File: src/rtl/rcf_pkg.sv
`timescale 1ns / 1ps

package rcf_pkg;

   localparam int unsigned QUEUE_DEPTH = 4;
   localparam int unsigned CSR_ADDR_W  = 3;
   localparam int unsigned POS_W       = 33;

   localparam logic [31:0] TARGET_RESET = 32'h64617461;  // "data"
   localparam logic [31:0] TAG_RIFF     = 32'h52494646;
   localparam logic [31:0] TAG_RIFX     = 32'h52494658;
   localparam logic [7:0]  CHAR_X       = 8'h58;

   localparam logic [CSR_ADDR_W-3:0] REG_TARGET_TAG = '0;

   localparam logic [1:0] STATUS_FOUND      = 2'd0;
   localparam logic [1:0] STATUS_BAD_HEADER = 2'd1;
   localparam logic [1:0] STATUS_NOT_FOUND  = 2'd2;

   typedef struct packed {
      logic [7:0] stream_byte;
      logic       stream_last;
   } req_type;

   typedef struct packed {
      logic [1:0]  status;
      logic [31:0] chunk_size;
      logic        big_endian;
      logic [31:0] form_type;
   } rsp_type;

   // classified byte handed from front to back
   typedef struct packed {
      req_type          req;
      logic [3:0]       hdr_idx;
      logic [POS_W-1:0] pos_next;
   } tok_type;

   typedef struct packed {
      logic full;
      logic empty;
   } q_status_type;

   // size field accumulation in the file's byte order
   function automatic logic [31:0] size_acc(input logic [31:0] acc, input logic [7:0] b,
                                            input logic big);
      if (big) begin
         return {acc[23:0], b};
      end
      return {b, acc[31:8]};
   endfunction

endpackage

File: src/rtl/rcf_front.sv
`timescale 1ns / 1ps

module rcf_front (
   input  logic                  clock,
   input  logic                  reset,
   input  logic                  req_valid,
   input  rcf_pkg::req_type      req_payload,
   output logic                  req_stall,
   input  rcf_pkg::q_status_type q_status,
   output logic                  push,
   output rcf_pkg::tok_type      tok
);

   logic [rcf_pkg::POS_W-1:0] pos_ff, pos_in, pos_sat;

   assign req_stall = q_status.full;
   assign push      = req_valid && !q_status.full;

   always_comb begin
      // position saturates so end compares stay exact
      pos_sat = (pos_ff == '1) ? pos_ff : pos_ff + rcf_pkg::POS_W'(1);
      pos_in  = pos_ff;
      if (push) begin
         pos_in = req_payload.stream_last ? '0 : pos_sat;
      end
      tok.req      = req_payload;
      tok.pos_next = pos_sat;
      tok.hdr_idx  = (pos_ff < rcf_pkg::POS_W'(16)) ? pos_ff[3:0] : 4'hF;
   end

   always_ff @(posedge clock) begin
      if (reset) begin
         pos_ff <= '0;
      end else begin
         pos_ff <= pos_in;
      end
   end

endmodule

File: src/rtl/rcf_queue.sv
`timescale 1ns / 1ps

module rcf_queue #(
   parameter int unsigned DEPTH = rcf_pkg::QUEUE_DEPTH
) (
   input  logic                  clock,
   input  logic                  reset,
   input  logic                  push,
   input  rcf_pkg::tok_type      tok_in,
   input  logic                  pop,
   output rcf_pkg::tok_type      tok_out,
   output rcf_pkg::q_status_type q_status
);

   localparam int unsigned PTR_W = (DEPTH > 1) ? $clog2(DEPTH) : 1;
   localparam int unsigned CNT_W = $clog2(DEPTH + 1);

   rcf_pkg::tok_type mem_ff [DEPTH];
   logic [PTR_W-1:0] wr_ptr_ff, wr_ptr_in, rd_ptr_ff, rd_ptr_in;
   logic [CNT_W-1:0] count_ff, count_in;

   always_comb begin
      wr_ptr_in = wr_ptr_ff;
      rd_ptr_in = rd_ptr_ff;
      count_in  = count_ff;
      if (push) begin
         wr_ptr_in = (wr_ptr_ff == PTR_W'(DEPTH - 1)) ? '0 : wr_ptr_ff + PTR_W'(1);
      end
      if (pop) begin
         rd_ptr_in = (rd_ptr_ff == PTR_W'(DEPTH - 1)) ? '0 : rd_ptr_ff + PTR_W'(1);
      end
      if (push && !pop) begin
         count_in = count_ff + CNT_W'(1);
      end else if (pop && !push) begin
         count_in = count_ff - CNT_W'(1);
      end
   end

   assign q_status.full  = (count_ff == CNT_W'(DEPTH));
   assign q_status.empty = (count_ff == '0);
   assign tok_out        = mem_ff[rd_ptr_ff];

   always_ff @(posedge clock) begin
      if (push) begin
         mem_ff[wr_ptr_ff] <= tok_in;
      end
   end

   always_ff @(posedge clock) begin
      if (reset) begin
         wr_ptr_ff <= '0;
         rd_ptr_ff <= '0;
         count_ff  <= '0;
      end else begin
         wr_ptr_ff <= wr_ptr_in;
         rd_ptr_ff <= rd_ptr_in;
         count_ff  <= count_in;
      end
   end

endmodule

File: src/rtl/rcf_back.sv
`timescale 1ns / 1ps

module rcf_back (
   input  logic                  clock,
   input  logic                  reset,
   input  rcf_pkg::tok_type      tok,
   input  rcf_pkg::q_status_type q_status,
   output logic                  pop,
   input  logic [31:0]           target_tag,
   output logic                  rsp_valid,
   input  logic                  rsp_stall,
   output rcf_pkg::rsp_type      rsp_payload
);

   typedef enum logic [1:0] {
      PH_HEADER,
      PH_DESC,
      PH_SKIP,
      PH_DONE
   } phase_type;

   phase_type        phase_ff, phase_in;
   logic [31:0]      field_ff, field_in;
   logic [31:0]      size_ff, size_in;
   logic             big_ff, big_in;
   logic [31:0]      form_ff, form_in;
   logic             match_ff, match_in;
   logic [31:0]      skip_ff, skip_in;
   logic [2:0]       desc_idx_ff, desc_idx_in;
   logic             rsp_valid_ff, rsp_valid_in;
   rcf_pkg::rsp_type rsp_ff, rsp_in;

   logic [7:0]  b;
   logic        last;
   logic [31:0] shifted, acc;
   logic        at_end, emit;
   logic [1:0]  st;
   logic [31:0] size_out;

   assign pop = !q_status.empty && (!rsp_valid_ff || !rsp_stall);

   always_comb begin
      b       = tok.req.stream_byte;
      last    = tok.req.stream_last;
      shifted = {field_ff[23:0], b};
      acc     = rcf_pkg::size_acc(field_ff, b, big_ff);
      at_end  = tok.pos_next >= ({1'b0, size_ff} + 33'd8);

      phase_in     = phase_ff;
      field_in     = field_ff;
      size_in      = size_ff;
      big_in       = big_ff;
      form_in      = form_ff;
      match_in     = match_ff;
      skip_in      = skip_ff;
      desc_idx_in  = desc_idx_ff;
      rsp_valid_in = rsp_valid_ff && rsp_stall;
      rsp_in       = rsp_ff;
      emit         = 1'b0;
      st           = rcf_pkg::STATUS_FOUND;
      size_out     = '0;

      if (pop) begin
         unique case (phase_ff)
            PH_HEADER: begin
               if (tok.hdr_idx < 4'd4) begin
                  field_in = shifted;
                  if (tok.hdr_idx == 4'd3) begin
                     match_in = (shifted == rcf_pkg::TAG_RIFF) ||
                                (shifted == rcf_pkg::TAG_RIFX);
                     big_in   = (b == rcf_pkg::CHAR_X);
                  end
               end else if (tok.hdr_idx < 4'd8) begin
                  size_in = rcf_pkg::size_acc(size_ff, b, big_ff);
               end else begin
                  form_in = {form_ff[23:0], b};
               end
               if (tok.hdr_idx >= 4'd11) begin
                  if (!match_ff) begin
                     emit = 1'b1;
                     st   = rcf_pkg::STATUS_BAD_HEADER;
                  end else if (at_end) begin
                     emit = 1'b1;
                     st   = rcf_pkg::STATUS_NOT_FOUND;
                  end else begin
                     phase_in    = PH_DESC;
                     desc_idx_in = '0;
                  end
               end
            end
            PH_DESC: begin
               desc_idx_in = desc_idx_ff + 3'd1;
               if (desc_idx_ff < 3'd4) begin
                  field_in = shifted;
                  if (desc_idx_ff == 3'd3) begin
                     match_in = (shifted == target_tag);
                  end
               end else begin
                  field_in = acc;
               end
               if (desc_idx_ff == 3'd7) begin
                  if (match_ff) begin
                     emit     = 1'b1;
                     st       = rcf_pkg::STATUS_FOUND;
                     size_out = acc;
                  end else if (acc == '0) begin
                     // empty chunk: straight to the end check
                     if (at_end) begin
                        emit = 1'b1;
                        st   = rcf_pkg::STATUS_NOT_FOUND;
                     end
                  end else begin
                     skip_in  = acc;
                     phase_in = PH_SKIP;
                  end
               end
            end
            PH_SKIP: begin
               skip_in = skip_ff - 32'd1;
               if (skip_ff == 32'd1) begin
                  if (at_end) begin
                     emit = 1'b1;
                     st   = rcf_pkg::STATUS_NOT_FOUND;
                  end else begin
                     phase_in    = PH_DESC;
                     desc_idx_in = '0;
                  end
               end
            end
            PH_DONE: begin
            end
            default: begin
            end
         endcase

         // buffer ran out before a verdict
         if (!emit && last && phase_in != PH_DONE) begin
            emit = 1'b1;
            st   = (phase_in == PH_HEADER) ? rcf_pkg::STATUS_BAD_HEADER
                                           : rcf_pkg::STATUS_NOT_FOUND;
         end

         if (emit) begin
            rsp_valid_in      = 1'b1;
            rsp_in.status     = st;
            rsp_in.chunk_size = size_out;
            rsp_in.big_endian = (st == rcf_pkg::STATUS_BAD_HEADER) ? 1'b0 : big_in;
            rsp_in.form_type  = (st == rcf_pkg::STATUS_BAD_HEADER) ? '0 : form_in;
            phase_in          = PH_DONE;
         end

         if (last) begin
            phase_in    = PH_HEADER;
            field_in    = '0;
            size_in     = '0;
            big_in      = 1'b0;
            form_in     = '0;
            match_in    = 1'b0;
            skip_in     = '0;
            desc_idx_in = '0;
         end
      end
   end

   assign rsp_valid   = rsp_valid_ff;
   assign rsp_payload = rsp_ff;

   always_ff @(posedge clock) begin
      if (reset) begin
         phase_ff     <= PH_HEADER;
         field_ff     <= '0;
         size_ff      <= '0;
         big_ff       <= 1'b0;
         form_ff      <= '0;
         match_ff     <= 1'b0;
         skip_ff      <= '0;
         desc_idx_ff  <= '0;
         rsp_valid_ff <= 1'b0;
      end else begin
         phase_ff     <= phase_in;
         field_ff     <= field_in;
         size_ff      <= size_in;
         big_ff       <= big_in;
         form_ff      <= form_in;
         match_ff     <= match_in;
         skip_ff      <= skip_in;
         desc_idx_ff  <= desc_idx_in;
         rsp_valid_ff <= rsp_valid_in;
      end
      rsp_ff <= rsp_in;
   end

endmodule

File: src/rtl/riff_chunk_finder.sv
// the request byte that settles the file goes through the queue, and its result
// through the result register; throughput: one byte per cycle while no result is
// held by rsp_stall, set by the single-byte step of the chunk walker
// a small queue between byte intake and walker absorbs result-side stalls
// reset: synchronous, active high; clears the walker, queue and position count
// and loads target_tag with "data"; no clearing pass, ready the cycle after reset
`timescale 1ns / 1ps

module riff_chunk_finder #(
   parameter int unsigned QUEUE_DEPTH = rcf_pkg::QUEUE_DEPTH
) (
   input  logic                           clock,
   input  logic                           reset,
   // byte stream requests
   input  logic                           req_valid,
   output logic                           req_stall,
   input  rcf_pkg::req_type               req_payload,
   // results, at most one per file
   output logic                           rsp_valid,
   input  logic                           rsp_stall,
   output rcf_pkg::rsp_type               rsp_payload,
   // register port
   input  logic                           psel,
   input  logic                           penable,
   input  logic                           pwrite,
   input  logic [rcf_pkg::CSR_ADDR_W-1:0] paddr,
   input  logic [31:0]                    pwdata,
   output logic [31:0]                    prdata,
   output logic                           pready
);

   logic [31:0] target_ff, target_in;
   logic        csr_hit, csr_wr;

   rcf_pkg::q_status_type q_status;
   rcf_pkg::tok_type      tok_wr, tok_rd;
   logic                  push, pop;

   // single register, decoded on the word address
   assign csr_hit = (paddr[rcf_pkg::CSR_ADDR_W-1:2] == rcf_pkg::REG_TARGET_TAG);
   assign csr_wr  = psel && penable && pwrite && pready && csr_hit;
   assign pready  = 1'b1;
   assign prdata  = csr_hit ? target_ff : '0;

   always_comb begin
      target_in = target_ff;
      if (csr_wr) begin
         target_in = pwdata;
      end
   end

   always_ff @(posedge clock) begin
      if (reset) begin
         target_ff <= rcf_pkg::TARGET_RESET;
      end else begin
         target_ff <= target_in;
      end
   end

   // front: takes bytes and tags each with its file position
   rcf_front u_front (
      .clock      (clock),
      .reset      (reset),
      .req_valid  (req_valid),
      .req_payload(req_payload),
      .req_stall  (req_stall),
      .q_status   (q_status),
      .push       (push),
      .tok        (tok_wr)
   );

   // decoupling queue between intake and walker
   rcf_queue #(
      .DEPTH(QUEUE_DEPTH)
   ) u_queue (
      .clock   (clock),
      .reset   (reset),
      .push    (push),
      .tok_in  (tok_wr),
      .pop     (pop),
      .tok_out (tok_rd),
      .q_status(q_status)
   );

   // back: header check, descriptor walk and payload skip, with result register
   rcf_back u_back (
      .clock      (clock),
      .reset      (reset),
      .tok        (tok_rd),
      .q_status   (q_status),
      .pop        (pop),
      .target_tag (target_ff),
      .rsp_valid  (rsp_valid),
      .rsp_stall  (rsp_stall),
      .rsp_payload(rsp_payload)
   );

endmodule

File: config.mk
export PLATFORM = sky130hd
export DESIGN_NAME = riff_chunk_finder
export DESIGN_NICKNAME = d
export VERILOG_FILES = /design/src/rtl/rcf_pkg.sv /design/src/rtl/rcf_front.sv /design/src/rtl/rcf_queue.sv /design/src/rtl/rcf_back.sv /design/src/rtl/riff_chunk_finder.sv
export SDC_FILE = /design/constraint.sdc
export NUM_CORES = 1
export LEC_CHECK = 0
export BUFFER_PORTS_ARGS = -buffer_cell sky130_fd_sc_hd__buf_2
export CORE_MARGIN = 10
export CORE_UTILIZATION = 49
export DETAILED_ROUTE_END_ITERATION = 16
export HOLD_SLACK_MARGIN = 0.15
export PLACE_DENSITY = 0.67
export SLEW_MARGIN = 20
export SYNTH_ARGS = -nofsm -noshare
export SYNTH_HDL_FRONTEND = slang
export SYNTH_SLANG_ARGS = --single-unit
File: constraint.sdc
create_clock -name clock -period 16.7 [get_ports clock]
set_input_delay 2.505 -clock clock [delete_from_list [all_inputs] [get_ports clock]]
set_output_delay 2.505 -clock clock [all_outputs]
set_load 0.03 [all_outputs]
==> summary.txt <==
Critical path
  – Setup crit start kind: flip-flop
  – Worst Path Required: 16.94 ns
  – Worst r2r dst: u_back.rsp_payload[6]
  – CP max FO: 67
  – Crit path DAT: 6.05 ns
  – Slowest stage delay, CP: 0.69 ns
  – Slowest cell on crit path: dfxtp_4
  – Crit-path most repeated cell: buf_4
  – Crit. End Element: flip-flop
  – Worst reg2reg setup slack: 10.88 ns
  – Worst r2r path cells: 12
  – CP Cell Sequence: buf_4 > mux4_2 > ha_1 > nand4_1 > nor4_1 > a2bb2oi_1 > a21boi_0 > nor4bb_1 > a211oi_2 > o21ai_0 > inv_2 > buf_4
  – Setup CP Type: reg -> reg

Yosys
  – Post-synth top area share: 33.7%
  – Synth Area in Compound Gates: 11.0%
  – Post-synthesis async set-or-reset flop share: 0%
  – Sequential fraction of the synthesis area: 52.6%
  – Main combinational cell family by area after synthesis: simple AND/OR/NAND/NOR gates
  – Most frequent cells after synthesis: 266 x nor2_1, 251 x edfxtp_1, 210 x dfxtp_1, 171 x a21oi_1, 166 x nand2_1
  – Synth Warn #: 0
  – Ys flop type: edfxtp_1
  – Synth Area in XOR/XNOR: 3.84%
  – Adder-Cell Fraction of Synth Area: 2.67%
  – Syn nets: 2233
  – #FFs+latches synth: 461
  – Synthesized cell area: 22300 um^2
  – Synth unique cells: 76
  – Proportion of synthesized area in mux cells: 9.61%
  – Number of synthesized flops with an enable pin: 251
  – Mean Syn Cell Area: 10.5 um^2
  – Post-synthesis instance total: 2135
  – Most common cell in the synthesized netlist: nor2_1
  – Synth Area in Simple Gates: 17.0%
  – Synth area leaders: edfxtp_1 34%, dfxtp_1 19%, nor2_1 4.5%
  – Leading area contributor after synthesis: edfxtp_1

GRT
  – Pin count of the biggest net entering global routing: 81
  – Initial antenna violation count: 3
  – GRT Total Usage: 21.1%
  – Grt ovf: 0
  – First-pass GRT wire length: 91400 um
  – Vias in the first global route: 15696

Timing
  – Hold WS: 0.474 ns
  – RSZ-0062 raised after global routing: no
  – Clock skew: 0.0347 ns
  – Fin. Hold Viols: 0
  – Crit path time final: 5.82 ns
  – Max_slew headroom: 34.2%
  – Worst slew pin tran: 0.980 ns
  – Tcrit/Tclk final: 34.8%
  – Setup_tns: 0 ns
  – Final slew viol count: 0
  – Peak Freq: 0.172 GHz
  – Final worst slack: 10.88 ns
  – Final setup vio count: 0

Clock tree
  – Reg clk slew, reported paths: 0.06 ns
  – CTS Buf Count: 49
  – Longest Clk Path Bufs: 3
  – # resized after CTS: 0
  – Worst-skew pair later-pin latency: 0.62 ns
  – Post-CTS Setup Bufs: 0
  – Clk sinks: 461
  – Root buffer cell: clkbuf_16
  – Hold_buf cts: 0
  – CTS tree: built
  – H-tree levels: 2

Drt
  – Detailed Route Iter0 Violations: 1734
  – TritonRoute pass-1 iters: 6
  – Total Wirelength: 59800 um
  – Drt via density: 5.97
  – Wire per inst: 21.0 um
  – DRC viols: 0
  – Via count: 17005
  – Post-route ant nets: 0

Placement
  – Gpl congestion: 0.934
  – Pre-CTS WS: 10.91 ns
  – Buffers added on ports: 149
  – HPWL Detailed: 39700 um

Floorplanning
  – Core Box Area: 45200 um^2
  – Starting density of the core: 49.4%
  – Die area: 54500 um^2
  – Width of the die: 234 um
  – Die Y-Extent: 234 um
  – # IOs: 153
  – Row count: 78

Final layout
  – Share of post-route cells with drive strength above 1: 15.9%
  – Storage cell area: 11700 um^2
  – Area grow syn2layout: 12.7%
  – Multi-input gate area: 9900 um^2
  – Antenna Cells: 0
  – Final #Nets: 2307
  – Filler instances: 3850
  – Post-layout util: 55.7%

Min path
  – Worst Hold Launch: u_back.skip_ff[30]
  – HP Class: reg -> reg
  – Worst hold endpoint: u_back.skip_ff[30]
  – Hold Path Stages: 2

Job
  – MaxCap Viol Count: 0

Power and ir drop
  – Pwr/cell area: 159 nW/um^2
  – VDD IR max: 0.138 mV
  – LEAKAGE: 8.94 nW

Run status
  – Status: finished clean
worst max-delay path: cells and delay by family, from the launching register on:
| family | cells | cell delay [ns] |
|---|---|---|
| buf+inv | 3 | 1.31 |
| flops | 1 | 0.69 |
| fa+ha+maj | 1 | 0.34 |
| compound gates | 4 | 1.56 |
| mux | 1 | 0.62 |
| simple gates | 3 | 0.83 |
power breakdown:
part	switching [W]	internal [W]	total, W
registers	0.0000970	0.00137	0.00147
logic	0.000960	0.000431	0.00139
clock network	0.000460	0.000689	0.00115
metrics by stage:
step | cell area (um^2) | cells | power [W]
floorplan | 22300 | 2135 | 0.00246
global placement | 23500 | 2758 | 0.00284
detailed placement | 23500 | 2758 | 0.00287
CTS | 25200 | 2850 | 0.00402
global route | 25200 | 2850 | 0.00420
finish | 25200 | 2850 | 0.00401
per-layer routing:
| layer | GRT usage, % | vias up | part of all wire [%] | routed length (um) |
|---|---|---|---|---|
| met3 | 4.83 | 75 | 8.8 | 5250 |
| met4 | 4.39 | 2 | 1.7 | 991 |
| met2 | 31.8 | 667 | 45 | 26900 |
| met5 | 0 | - | 0.017 | 10 |
| li1 | - | 7952 | - | - |
| met1 | 30.4 | 8309 | 44 | 26600 |
flip-flops by register name, indices dropped and copies added (netlist names), 2 cells and up, named ones only:
register / cells
u_back.size_ff: 32
u_queue.wr_ptr_ff: 2
u_queue.rd_ptr_ff: 2
u_back.field_ff: 32
u_back.phase_ff: 2
u_queue.mem_ff: 184
u_front.pos_ff: 33
u_back.form_ff: 32
u_back.skip_ff: 32
u_back.rsp_payload: 67
target_ff: 32
u_back.desc_idx_ff: 3
u_queue.count_ff: 3
kinds of logic (layout without fill, tap and decap cells):
family | count (synthesis) | after routing
AOI/OAI and AO/OA | 394 | 394
xor gates and xnor gates | 98 | 98
adders and majority gates | 47 | 47
buffers and inverters | 185 | 300
DFF | 461 | 461
muxes | 159 | 159
other | 1 | 1
and+or+nand+nor | 790 | 790
cells in the final DEF, fill, tap and decap left out, types with 8 or more instances in the layout:
master and count:
nor2_1 263, edfxtp_1 251, dfxtp_1 207, a21oi_1 171, nand2_1 163, buf_2 148, mux2i_1 84, a22oi_1 72
o21ai_0 68, nor3_1 66, xnor2_1 57, nand3_1 55, clkbuf_16 49, ha_1 46, nor2b_1 42, xor2_1 41
mux4_2 41, mux2_2 34, or3_1 32, nand4_1 31, inv_1 29, and3_1 27, buf_4 27, nor4_1 23
nand2b_1 17, nand3b_1 14, clkbuf_1 12, and2_1 11, a31oi_1 11, nand4b_1 9, bufinv_16 9, and4_1 8
clkinv_2 8
worst max-delay path by stage:
| stage | depth (start not counted) | to | slack (ns) |
|---|---|---|---|
| finish | 12 | u_back.rsp_payload[6] | 10.88 |
| global route | 12 | u_back.rsp_payload[56] | 10.51 |
| CTS | 12 | u_back.rsp_payload[54] | 10.88 |
| detailed placement | 12 | u_back.rsp_payload[21] | 10.91 |
| global placement | 12 | u_back.rsp_payload[6] | 10.96 |
| floorplan | 14 | u_back.rsp_payload[0] | 10.75 |
layout make-up:
type | instances | share of cell area (%)
flip-flops and latches | 461 | 46.7
clock buffers | 62 | 5.11
multi-input cells | 1489 | 39.3
inverters | 32 | 0.477
clock inverters | 30 | 1.63
repair buffers | 176 | 3.79
well taps | 600 | 2.98
(Power assumes the default switching activity.)
